## config.mk

```make
export PLATFORM = sky130hd
export DESIGN_NAME = alpha_beta_multi_target_tracker_unit
export DESIGN_NICKNAME = d
export VERILOG_FILES = /design/src/rtl/abmt_pkg.sv /design/src/rtl/abmt_dist_unit.sv /design/src/rtl/alpha_beta_multi_target_tracker_unit.sv
export SDC_FILE = /design/constraint.sdc
export NUM_CORES = 2
export LEC_CHECK = 0
export ABC_AREA = 1
export BUFFER_PORTS_ARGS = -buffer_cell sky130_fd_sc_hd__buf_2
export CORE_MARGIN = 1
export CORE_UTILIZATION = 59
export CTS_CLUSTER_SIZE = 30
export DETAILED_ROUTE_END_ITERATION = 12
export PLACE_DENSITY = 0.79
export SYNTH_ARGS = -nofsm -noshare
export SYNTH_HDL_FRONTEND = slang
export SYNTH_SLANG_ARGS = --single-unit
```

## constraint.sdc

```tcl
create_clock -name clk -period 9.1 [get_ports clk]
set_clock_uncertainty 0.05 [all_clocks]
set_input_delay 0 -clock clk [delete_from_list [all_inputs] [get_ports clk]]
set_output_delay 0 -clock clk [all_outputs]
set_load 0.05 [all_outputs]
```

## src/rtl/abmt_pkg.sv

```systemverilog
`timescale 1ns / 1ps
// ----------------------------------------------------------------------------
// abmt_pkg
// Shared types and constants for the alpha-beta multi-target tracker.
// ----------------------------------------------------------------------------
package abmt_pkg;

  localparam int MaxTracksDefault = 8;
  localparam logic [15:0] GateReset = 16'd500;
  localparam logic [7:0]  MissLimitReset = 8'd10;

  // configuration register indexes
  localparam logic CfgGate  = 1'b0;
  localparam logic CfgLimit = 1'b1;

  // one stored track
  typedef struct packed {
    logic signed [15:0] px;
    logic signed [15:0] py;
    logic signed [16:0] vx;
    logic signed [16:0] vy;
    logic [7:0]         miss;
  } track_t;

  // floor half of a 19 bit sum, saturated to 16 bit signed
  function automatic logic signed [15:0] half_sat16(input logic signed [18:0] s);
    logic signed [18:0] h;
    begin
      h = s >>> 1;
      if (h > 19'sd32767) half_sat16 = 16'sh7fff;
      else if (h < -19'sd32768) half_sat16 = 16'sh8000;
      else half_sat16 = h[15:0];
    end
  endfunction

  // floor half saturated to 17 bit signed
  function automatic logic signed [16:0] half_sat17(input logic signed [18:0] s);
    logic signed [18:0] h;
    begin
      h = s >>> 1;
      if (h > 19'sd65535) half_sat17 = 17'sh0ffff;
      else if (h < -19'sd65536) half_sat17 = 17'sh10000;
      else half_sat17 = h[16:0];
    end
  endfunction

endpackage

```

## src/rtl/abmt_dist_unit.sv

```systemverilog
`timescale 1ns / 1ps
// ----------------------------------------------------------------------------
// abmt_dist_unit
// Shared squared-distance unit: one squaring per cycle, x and y terms accumulated.
// ----------------------------------------------------------------------------
module abmt_dist_unit (
  input  logic               clk,
  input  logic               rst,
  input  logic               start,
  input  logic signed [15:0] ax,
  input  logic signed [15:0] ay,
  input  logic signed [15:0] bx,
  input  logic signed [15:0] by,
  output logic               done,
  output logic [33:0]        sum_sq
);
  import abmt_pkg::*;

  logic               phase;
  logic               busy;
  logic signed [16:0] diff;
  logic [33:0]        sq;
  logic [33:0]        acc;

  // select the axis for this cycle and square it
  assign diff = phase ? ({ay[15], ay} - {by[15], by}) : ({ax[15], ax} - {bx[15], bx});
  assign sq = 34'($signed(diff) * $signed(diff));

  // x term loaded on start, then the y term added while busy; done follows busy
  always_ff @(posedge clk) begin
    if (rst) begin
      phase <= 1'b0;
      busy  <= 1'b0;
      done  <= 1'b0;
    end else begin
      if (start) begin
        phase <= 1'b1;
        busy  <= 1'b1;
        acc   <= sq;
      end else if (busy) begin
        busy  <= 1'b0;
        phase <= 1'b0;
        acc   <= acc + sq;
      end else begin
        phase <= 1'b0;
      end
      done <= busy;
    end
  end

  assign sum_sq = acc;

endmodule

```

## src/rtl/alpha_beta_multi_target_tracker_unit.sv

```systemverilog
`timescale 1ns / 1ps
// ----------------------------------------------------------------------------
// alpha_beta_multi_target_tracker_unit
// Nearest-neighbor alpha-beta tracker over an ordered table of tracks.
// ----------------------------------------------------------------------------
// Usage:
//   Input channel (in_valid/in_ready) carries one scan of zero to two points;
//   a count of three is ignored. Output channel (out_valid/out_ready) returns
//   one word per live track in table order, last set on the final word; an
//   empty table gives one word with any_track clear.
//   Config channel (cfg_valid/cfg_ready, cfg_index, cfg_data) sets the gate
//   radius (index 0) and miss limit (index 1); always ready.
// Sequencing:
//   A scan runs through a sequencer around one shared squared-distance unit
//   (start, wait and compare states per track per point), a decision, then
//   miss, update, append, compaction and emit steps, the passes at one entry
//   per cycle, the emit pass holding its word while out_ready is low. in_ready
//   stays low from an accepted scan until its last output word is taken.
// Reset clears the table count and loads register defaults; stored tracks
// are not cleared. A stalled receiver simply holds the current output word.
// ----------------------------------------------------------------------------
module alpha_beta_multi_target_tracker_unit #(
  parameter int MAX_TRACKS = abmt_pkg::MaxTracksDefault
) (
  input  logic               clk,
  input  logic               rst,
  input  logic               in_valid,
  output logic               in_ready,
  input  logic [1:0]         point_count,
  input  logic signed [15:0] first_x,
  input  logic signed [15:0] first_y,
  input  logic signed [15:0] second_x,
  input  logic signed [15:0] second_y,
  input  logic               cfg_valid,
  output logic               cfg_ready,
  input  logic               cfg_index,
  input  logic [15:0]        cfg_data,
  output logic               out_valid,
  input  logic               out_ready,
  output logic               any_track,
  output logic [2:0]         slot,
  output logic signed [15:0] pos_x,
  output logic signed [15:0] pos_y,
  output logic signed [16:0] vel_x,
  output logic signed [16:0] vel_y,
  output logic [7:0]         misses,
  output logic               dropped_new,
  output logic               last
);
  import abmt_pkg::*;

  localparam int IW = $clog2(MAX_TRACKS);
  localparam int CW = $clog2(MAX_TRACKS + 1);

  localparam logic [3:0] S_IDLE  = 4'd0;
  localparam logic [3:0] S_DSTART = 4'd1;
  localparam logic [3:0] S_DWAIT = 4'd2;
  localparam logic [3:0] S_DCMP  = 4'd3;
  localparam logic [3:0] S_DEC   = 4'd4;
  localparam logic [3:0] S_MISS  = 4'd5;
  localparam logic [3:0] S_UPD   = 4'd6;
  localparam logic [3:0] S_ADD   = 4'd7;
  localparam logic [3:0] S_COMP  = 4'd8;
  localparam logic [3:0] S_EMIT  = 4'd9;
  localparam logic [3:0] S_EMPTY = 4'd10;

  logic [3:0] state;
  track_t     tbl [MAX_TRACKS];
  logic [CW-1:0] total;
  logic [15:0] gate;
  logic [7:0]  limit;
  logic [1:0]  cnt;
  logic signed [15:0] ax, ay, bx, by;
  logic        pt;       // point under search
  logic [IW-1:0] idx;
  logic [CW-1:0] rd, wr;
  logic [33:0] best0, best1;
  logic [IW-1:0] near0, near1;
  logic        dropped;
  // update and add plan
  logic        upd0, upd1, add0, add1;
  logic        upd_ph, add_ph;
  logic [31:0] g2;
  logic        dstart, ddone;
  logic [33:0] dval;
  logic signed [15:0] qx, qy;
  track_t      ut, nt;
  logic signed [15:0] ux, uy;
  logic [IW-1:0] uidx;

  assign cfg_ready = 1'b1;
  assign in_ready = (state == S_IDLE);
  assign g2 = 32'(gate) * 32'(gate);

  assign qx = pt ? bx : ax;
  assign qy = pt ? by : ay;
  assign dstart = (state == S_DSTART);

  abmt_dist_unit u_dist (
    .clk(clk), .rst(rst), .start(dstart), .ax(qx), .ay(qy),
    .bx(tbl[idx].px), .by(tbl[idx].py), .done(ddone), .sum_sq(dval)
  );

  // gain-one-half update of the selected track
  assign uidx = upd_ph ? near1 : near0;
  assign ux = upd_ph ? bx : ax;
  assign uy = upd_ph ? by : ay;
  always_comb begin
    ut = tbl[uidx];
    nt.miss = 8'd0;
    nt.px = half_sat16(19'(ut.px) + 19'(ut.vx) + 19'(ux));
    nt.py = half_sat16(19'(ut.py) + 19'(ut.vy) + 19'(uy));
    nt.vx = half_sat17(19'(ut.vx) + 19'(ux) - 19'(ut.px));
    nt.vy = half_sat17(19'(ut.vy) + 19'(uy) - 19'(ut.py));
  end

  // configuration writes
  always_ff @(posedge clk) begin
    if (rst) begin
      gate  <= GateReset;
      limit <= MissLimitReset;
    end else if (cfg_valid) begin
      if (cfg_index == CfgGate) gate <= cfg_data;
      else limit <= cfg_data[7:0];
    end
  end

  // sequencer
  always_ff @(posedge clk) begin
    if (rst) begin
      state <= S_IDLE;
      total <= '0;
      out_valid <= 1'b0;
    end else begin
      case (state)
        S_IDLE: begin
          if (in_valid) begin
            cnt <= point_count;
            ax <= first_x; ay <= first_y; bx <= second_x; by <= second_y;
            dropped <= 1'b0;
            pt <= 1'b0; idx <= '0;
            upd0 <= 1'b0; upd1 <= 1'b0;
            // an empty table takes the points as new tracks
            add0 <= (total == '0) && ((point_count == 2'd1) || (point_count == 2'd2));
            add1 <= (total == '0) && (point_count == 2'd2);
            upd_ph <= 1'b0; add_ph <= 1'b0;
            if (total == '0) begin
              state <= S_ADD;
            end else if (point_count == 2'd0) begin
              state <= S_MISS;
            end else if (point_count == 2'd3) begin
              state <= S_COMP;
            end else begin
              state <= S_DSTART;
            end
            rd <= '0; wr <= '0;
          end
        end
        S_DSTART: state <= S_DWAIT;
        S_DWAIT: if (ddone) state <= S_DCMP;
        S_DCMP: begin
          // first smallest distance wins
          if (!pt) begin
            if (idx == '0 || dval < best0) begin best0 <= dval; near0 <= idx; end
          end else begin
            if (idx == '0 || dval < best1) begin best1 <= dval; near1 <= idx; end
          end
          if (CW'(idx) + 1'b1 < total) begin
            idx <= idx + 1'b1;
            state <= S_DSTART;
          end else if (!pt && cnt == 2'd2) begin
            pt <= 1'b1; idx <= '0;
            state <= S_DSTART;
          end else begin
            state <= S_DEC;
          end
        end
        S_DEC: begin
          if (cnt == 2'd1) begin
            upd0 <= best0 < 34'(g2);
            add0 <= !(best0 < 34'(g2));
          end else if (near0 != near1) begin
            upd0 <= best0 <= 34'(g2); add0 <= !(best0 <= 34'(g2));
            upd1 <= best1 <= 34'(g2); add1 <= !(best1 <= 34'(g2));
          end else if (best0 < best1) begin
            upd0 <= best0 <= 34'(g2);
            add1 <= (best0 <= 34'(g2)) && !(best1 <= 34'(g2));
          end else begin
            upd1 <= best1 <= 34'(g2);
            add0 <= (best1 <= 34'(g2)) && !(best0 <= 34'(g2));
          end
          idx <= '0;
          state <= S_MISS;
        end
        S_MISS: begin
          // count a miss on each track, one per cycle
          if (tbl[idx].miss != 8'hff) tbl[idx].miss <= tbl[idx].miss + 1'b1;
          if (CW'(idx) + 1'b1 < total) idx <= idx + 1'b1;
          else state <= (cnt == 2'd0) ? S_COMP : S_UPD;
        end
        S_UPD: begin
          if (!upd_ph) begin
            if (upd0) tbl[near0] <= nt;
            upd_ph <= 1'b1;
          end else begin
            if (upd1) tbl[near1] <= nt;
            state <= S_ADD;
          end
        end
        S_ADD: begin
          // append unmatched points, first before second
          if ((!add_ph && add0) || (add_ph && add1)) begin
            if (total == CW'(MAX_TRACKS)) begin
              dropped <= 1'b1;
            end else begin
              tbl[total[IW-1:0]].px <= add_ph ? bx : ax;
              tbl[total[IW-1:0]].py <= add_ph ? by : ay;
              tbl[total[IW-1:0]].vx <= '0;
              tbl[total[IW-1:0]].vy <= '0;
              tbl[total[IW-1:0]].miss <= '0;
              total <= total + 1'b1;
            end
          end
          if (add_ph) state <= S_COMP;
          add_ph <= 1'b1;
        end
        S_COMP: begin
          // drop stale tracks, keeping order
          if (rd < total) begin
            if (tbl[rd[IW-1:0]].miss <= limit) begin
              tbl[wr[IW-1:0]] <= tbl[rd[IW-1:0]];
              wr <= wr + 1'b1;
            end
            rd <= rd + 1'b1;
          end else begin
            total <= wr;
            rd <= '0;
            out_valid <= 1'b1;
            state <= (wr == '0) ? S_EMPTY : S_EMIT;
          end
        end
        S_EMIT: begin
          if (out_ready) begin
            if (rd + 1'b1 < total) begin
              rd <= rd + 1'b1;
            end else begin
              out_valid <= 1'b0;
              state <= S_IDLE;
            end
          end
        end
        S_EMPTY: begin
          if (out_ready) begin
            out_valid <= 1'b0;
            state <= S_IDLE;
          end
        end
        default: state <= S_IDLE;
      endcase
    end
  end

  // output word from the current read slot
  always_comb begin
    any_track = (state == S_EMIT);
    slot = any_track ? 3'(rd) : 3'd0;
    pos_x = any_track ? tbl[rd[IW-1:0]].px : '0;
    pos_y = any_track ? tbl[rd[IW-1:0]].py : '0;
    vel_x = any_track ? tbl[rd[IW-1:0]].vx : '0;
    vel_y = any_track ? tbl[rd[IW-1:0]].vy : '0;
    misses = any_track ? tbl[rd[IW-1:0]].miss : '0;
    dropped_new = dropped;
    last = (state == S_EMPTY) || (rd + 1'b1 == total);
  end

endmodule

```

Word-level counts from Yosys, hierarchy flattened
Memories as Yosys holds them, arrays and structs flattened. A register that Yosys moved wholly into a read port is not among the register bits.
Cells that the tools add are included.
{"block": "word_totals", "regBits": 228, "ramBits": 592, "in_bits": 88, "out_inout_bits": 83, "elab_cells": 298, "mem_count": 1}
{"block": "op_classes", "add_sub_neg": 17, "mul": 2, "n_lt_le_gt_ge": 18, "eq_ne": 43, "muxes": 129, "bitwise_logic": 3, "n_reduce_logical": 57}
{"name": "tbl", "words": 8, "width": 74, "read_ports": 3, "rd_clocked_by_memory_dff": 2, "wr": 1, "line": "alpha_beta_multi_target_tracker_unit.sv:68", "text": "track_t tbl [MAX_TRACKS];"}
{"cell": "$mux W74", "count": 4}
{"cell": "$reduce_or A74 Y1", "count": 4}
{"cell": "$mux W16", "count": 12}
{"cell": "$mux W17", "count": 7}
{"cell": "$lt A34 B34 Y1", "count": 3}
{"cell": "$mux W4", "count": 22}
{"cell": "$le A34 B32 Y1", "count": 2}
{"cell": "$mux W34", "count": 2}
{"cell": "$mux W1", "count": 48}
{"cell": "$pmux W4 S11", "count": 1}
{"cell": "$mux W3", "count": 14}
{"cell": "$reduce_and A5 Y1", "count": 8}
{"cell": "$add A18 B16 Y19", "count": 2}
{"cell": "$sub A18 B16 Y19", "count": 2}
{"cell": "$add A16 B17 Y18", "count": 2}
{"cell": "$add A17 B16 Y18", "count": 2}
{"cell": "$gt A18 B16 Y1 const B", "count": 2}
{"cell": "$gt A18 B17 Y1 const B", "count": 2}
{"cell": "$lt A18 B16 Y1 const B", "count": 2}
{"cell": "$lt A18 B17 Y1 const B", "count": 2}
{"cell": "$add A34 B34 Y34", "count": 1}
{"cell": "$lt A34 B32 Y1", "count": 1}
{"cell": "$mul A17 B17 Y34", "count": 1}
{"cell": "$ne A2 B2 Y1 const B", "count": 17}
{"cell": "41 further kinds", "count": 106}

Longest topological paths before layout
An unclocked memory read counts as a cell.
{"block": "logic_depth", "depth_word": 11, "depth_mapped": 62, "mapped_depth_nobuf": 56}

By module
From an unflattened synthesis, not the netlist that was laid out.
{"block": "unflattened", "cells_unflattened": 8941, "hier_area_um2": 72916.2}
{"module": "alpha_beta_multi_target_tracker_unit", "n_inst": 1, "cells_per_inst": 6785, "area_each_um2": 57093.5, "seq_area_each_um2": 23332.4}
{"module": "abmt_dist_unit", "n_inst": 1, "cells_per_inst": 2156, "area_each_um2": 15822.7, "seq_area_each_um2": 1061.0}

Worst setup path after synthesis
No wires, ideal clock.
{"block": "synth_timing", "kind": "flip-flop to flip-flop", "start": "register with a tool-made name", "end": "register u_dist.acc[33], in the netlist u_dist.sum_sq[33] (data pin)", "setup_time_ns": 0.249, "t_arrival_ns": 9.533, "required_ns": 8.801, "slack_ns": -0.732, "path_stages_with_launch": 54, "n_path_buf": 6, "period_less_slack_ns": 9.832, "path_cell_list": "dfxtp_1 -> buf_2 -> buf_2 -> clkbuf_1 -> clkbuf_1 -> buf_2 -> a21oi_1 -> o21ai_0 -> a31oi_1 -> ha_1 -> fa_1 -> nand3b_1 -> nand2_1 -> nand2_1 -> nand3_1 -> a21oi_1 -> o21ai_0 -> nand2_1 -> [... 18 more ...] -> o21ai_0 -> a21oi_1 -> or2_2 -> nand2_1 -> nand2_1 -> and2_1 -> ha_1 -> nand2_1 -> nor2_1 -> nand2_1 -> inv_1 -> a21oi_1 -> nand3_1 -> or2_2 -> nand2_1 -> nand3_1 -> nand2_1 -> inv_1"}
{"item": "to (signal assigned)", "line": "abmt_dist_unit.sv:39", "text": "acc <= sq;"}
{"item": "to (signal assigned)", "line": "abmt_dist_unit.sv:43", "text": "acc <= acc + sq;"}
{"item": "to (decl)", "line": "abmt_dist_unit.sv:23", "text": "logic [33:0] acc;"}

==> metrics.txt <==
M1 GR Usage between 40% and 50%; Slowest-stage cell, CP fa_1; CTS HTree Levels 3; clk_lat worst skew ~740 ps; Boundary Pins 171; GR Layer Usage met3 7.292%; Synth Area in Compound Gates between 10% and 20%; CP Max Fanout 13; busiest grt layer met2; RSZ-0062 raised after global routing yes; final setup TNS -2798 ps; dominant synthesized flop cell edfxtp_1; GRT overflow 0; worst-margin pin slew ~1300 ps; vias in the first global route 65,900; NumNets Final ~11,000; fmax ~0.11 GHz; post-DP HPWL around 170 mm; worst flop-to-flop path endpoint u_dist.sum_sq[30]$_DFFE_PP_; Hold EP ay[14]$_DFFE_PP_; Area Growth Syn to Fin 17.79%; Reg2Reg Depth between 50 and 60; Std-Cell Rows roughly 130; max-cap violation count 0; Post-synth EDFFs ~790; Routed Antenna Nets 0; root buffer selected by CTS clkbuf_16; CP top delay family adder cells; wire length per cell 20.82 um; Max-slew headroom 9.595%; CP max stage delay ~560 ps; post-synth cell types between 50 and 60; routed vias just under 70,000; total CTS buffers just over 90; chip width ~350 um; Via density approximately 6; Vert. Die Dim between 300 and 400 um; post-route setup slack -274.3 ps; Avg Inst Size Synth between 8 and 9 um2; hold crit path type in2reg; status finished with violations; largest net degree at the start of global routing around 140; Fill cells 9,197; GPL Wtd Cong about 1; sequential cell area roughly 24,000 um2; Initial Utilization about three fifths; Post-Synth Adder-Cell Area between 20% and 30%; CTS tree done; Worst setup SP type flip-flop; antenna violations before repair 4; Yosys Warn Count 0; Mapped Area between 70,000 and 80,000 um2; Die ar. about 120,000 um2; Worst-path clk slew around 60 ps; share of layout cells above drive strength 1 a little over an eighth; core area 122,000 um2; register area share after synthesis between 30% and 40%; Hold Vio Cnt, Final 0; failing checks setup timing; GRT Total Usage between 30% and 40%; Buf+Inv Stages, Crit Path 16; launch point of the worst hold path first_y[14]; Most common cell on crit path inv_1; Clock Path Buffers 3; initial drt markers between 9,000 and 10,000; Worst EP required between 9000 and 10,000 ps; fin crit period between 9000 and 10,000 ps; IO Port Bufs 169; FF+latch count, synth 826; largest family of logic cells by synthesized area adder cells; internal reg-to-reg setup slack -270 ps; final instance area 85,770 um2; XOR/XNOR Fraction of Synth Area 1.888%; cells after synthesis around 8,900; pins over their slew limit 0; drt pass-1 iters 9; Worst EP arrival around 10000 ps; Crit Path Class reg2reg; CTS sink cnt a little over 800; DRC viols 0; fraction of registers with async set/reset 0%; syn_nets between 10,000 and 15,000; diode count 0; final worst-path cycle share 103.0%; drt total wl between 200 and 250 mm; Post-DP Area a little under 80,000 um2; first-pass GRT wire length roughly 360 mm; proportion of synthesized area in mux cells 0.02921%; Multi-input gate area approximately 43,000 um2; GR met2 Demand/Resource approximately 58%; worst hold path cell count 2; Simple-Gate Fraction of Synth Area between 10% and 20%; final setup fails 18; CP endpoint kind flip-flop
-- cells in the final DEF (no fill, tap or decap), types with 28 or more instances in the layout --
cell,n
nand2_1,1475
nor3_1,41
inv_2,32
a31oi_1,29
dfxtp_1,36
nor2_2,41
dlygate4sd3_1,155
buf_12,28
nand3_1,328
nand2_2,55
a21oi_2,40
ha_1,464
xor2_1,76
o22ai_1,45
buf_4,556
edfxtp_1,785
fa_1,493
o21ai_1,57
buf_2,169
xnor2_1,69
o211ai_1,37
a21oi_1,837
clkbuf_16,97
o21ai_0,1109
ha_4,52
inv_1,1560
nor2_1,502
nand4_1,58
a21o_1,31
-- cell usage after synthesis, types with 73 or more instances --
cell type / number / area share [%]
a21oi_1: 884 / 6.1
clkbuf_1: 297 / 1.5
edfxtp_1: 785 / 32
fa_1: 503 / 14
ha_1: 519 / 8.9
inv_1: 1592 / 8.2
nand2_1: 1537 / 7.9
nand3_1: 342 / 2.4
nor2_1: 566 / 2.9
o21ai_0: 1166 / 8.0
xnor2_1: 73 / 0.88
xor2_1: 84 / 1.0
-- flip-flops by register name, summed over array words and instances, names as in the netlist, 2 cells and up, named ones only --
register,count
limit,8
total,4
bx,16
best1,34
wr,4
ax,16
cnt,2
by,16
best0,34
rd,4
near1,3
state,4
near0,3
u_dist.sum_sq,34
idx,3
tbl,592
gate,16
ay,16
-- per-layer routing --
layer	vias to the layer above	share of wire [%]
li1	30680	-
met1	31870	37
met2	4274	45
met3	844	12
met4	4	6.0
met5	-	0.012
-- how the worst max path moves through the flow --
stage	cells past startpoint	from	slack [ps]	end
floorplan	53	flip-flop	2	u_dist.sum_sq[33]$_DFFE_PP_
CTS	54	flip-flop	-180	u_dist.sum_sq[33]$_DFFE_PP_
finish	53	flip-flop	-270	u_dist.sum_sq[30]$_DFFE_PP_
global placement	47	flip-flop	-390	u_dist.sum_sq[19]$_DFFE_PP_
global route	53	flip-flop	-660	u_dist.sum_sq[33]$_DFFE_PP_
detailed placement	48	flip-flop	-520	u_dist.sum_sq[33]$_DFFE_PP_
-- cell type report --
| class | count | area share, % |
|---|---|---|
| clock inverter | 59 | 0.6681 |
| sequential | 826 | 28.46 |
| timing repair buffer | 931 | 8.783 |
| multi-input combinational | 6121 | 49.85 |
| clock buffer | 109 | 2.795 |
| inverter | 1606 | 7.071 |
| tap | 1625 | 2.370 |
-- logic make-up after synthesis --
family / Yosys count
and+or+nand+nor: 2625
xor gates and xnor gates: 157
DFF: 826
muxes: 2
other: 1
AOI/OAI and AO/OA: 2314
adders and majority gates: 1022
buffers and inverters: 1998
-- timing repair --
item | CTS | global route
hold buffers | 155 | 0
pin swaps | 42 | 105
endpoints found under the hold margin | 116 | 0
buffers inserted | 16 | 21
gates cloned | 3 | 4
setup endpoints to repair | 20 | 23
gates resized for setup | 208 | 225
-- per-stage QoR --
step | instances | utilization, % | hold WS [ps] | worst slack, ps
final | 11280 | 70.28 | 22.53 | -274.3
after global routing | 11280 | 70.28 | 17.12 | -664.7
after global placement | 10910 | 64.77 | 127.3 | -393.4
after floorplan | 8945 | - | 48.87 | 1.905
after detailed placement | 10910 | 64.77 | 128.1 | -524.0
after CTS | 11250 | 69.35 | 4.571 | -181.8
Power is not shown: default switching activity piles up to over one toggle a cycle in this logic, so the estimate is an artifact.
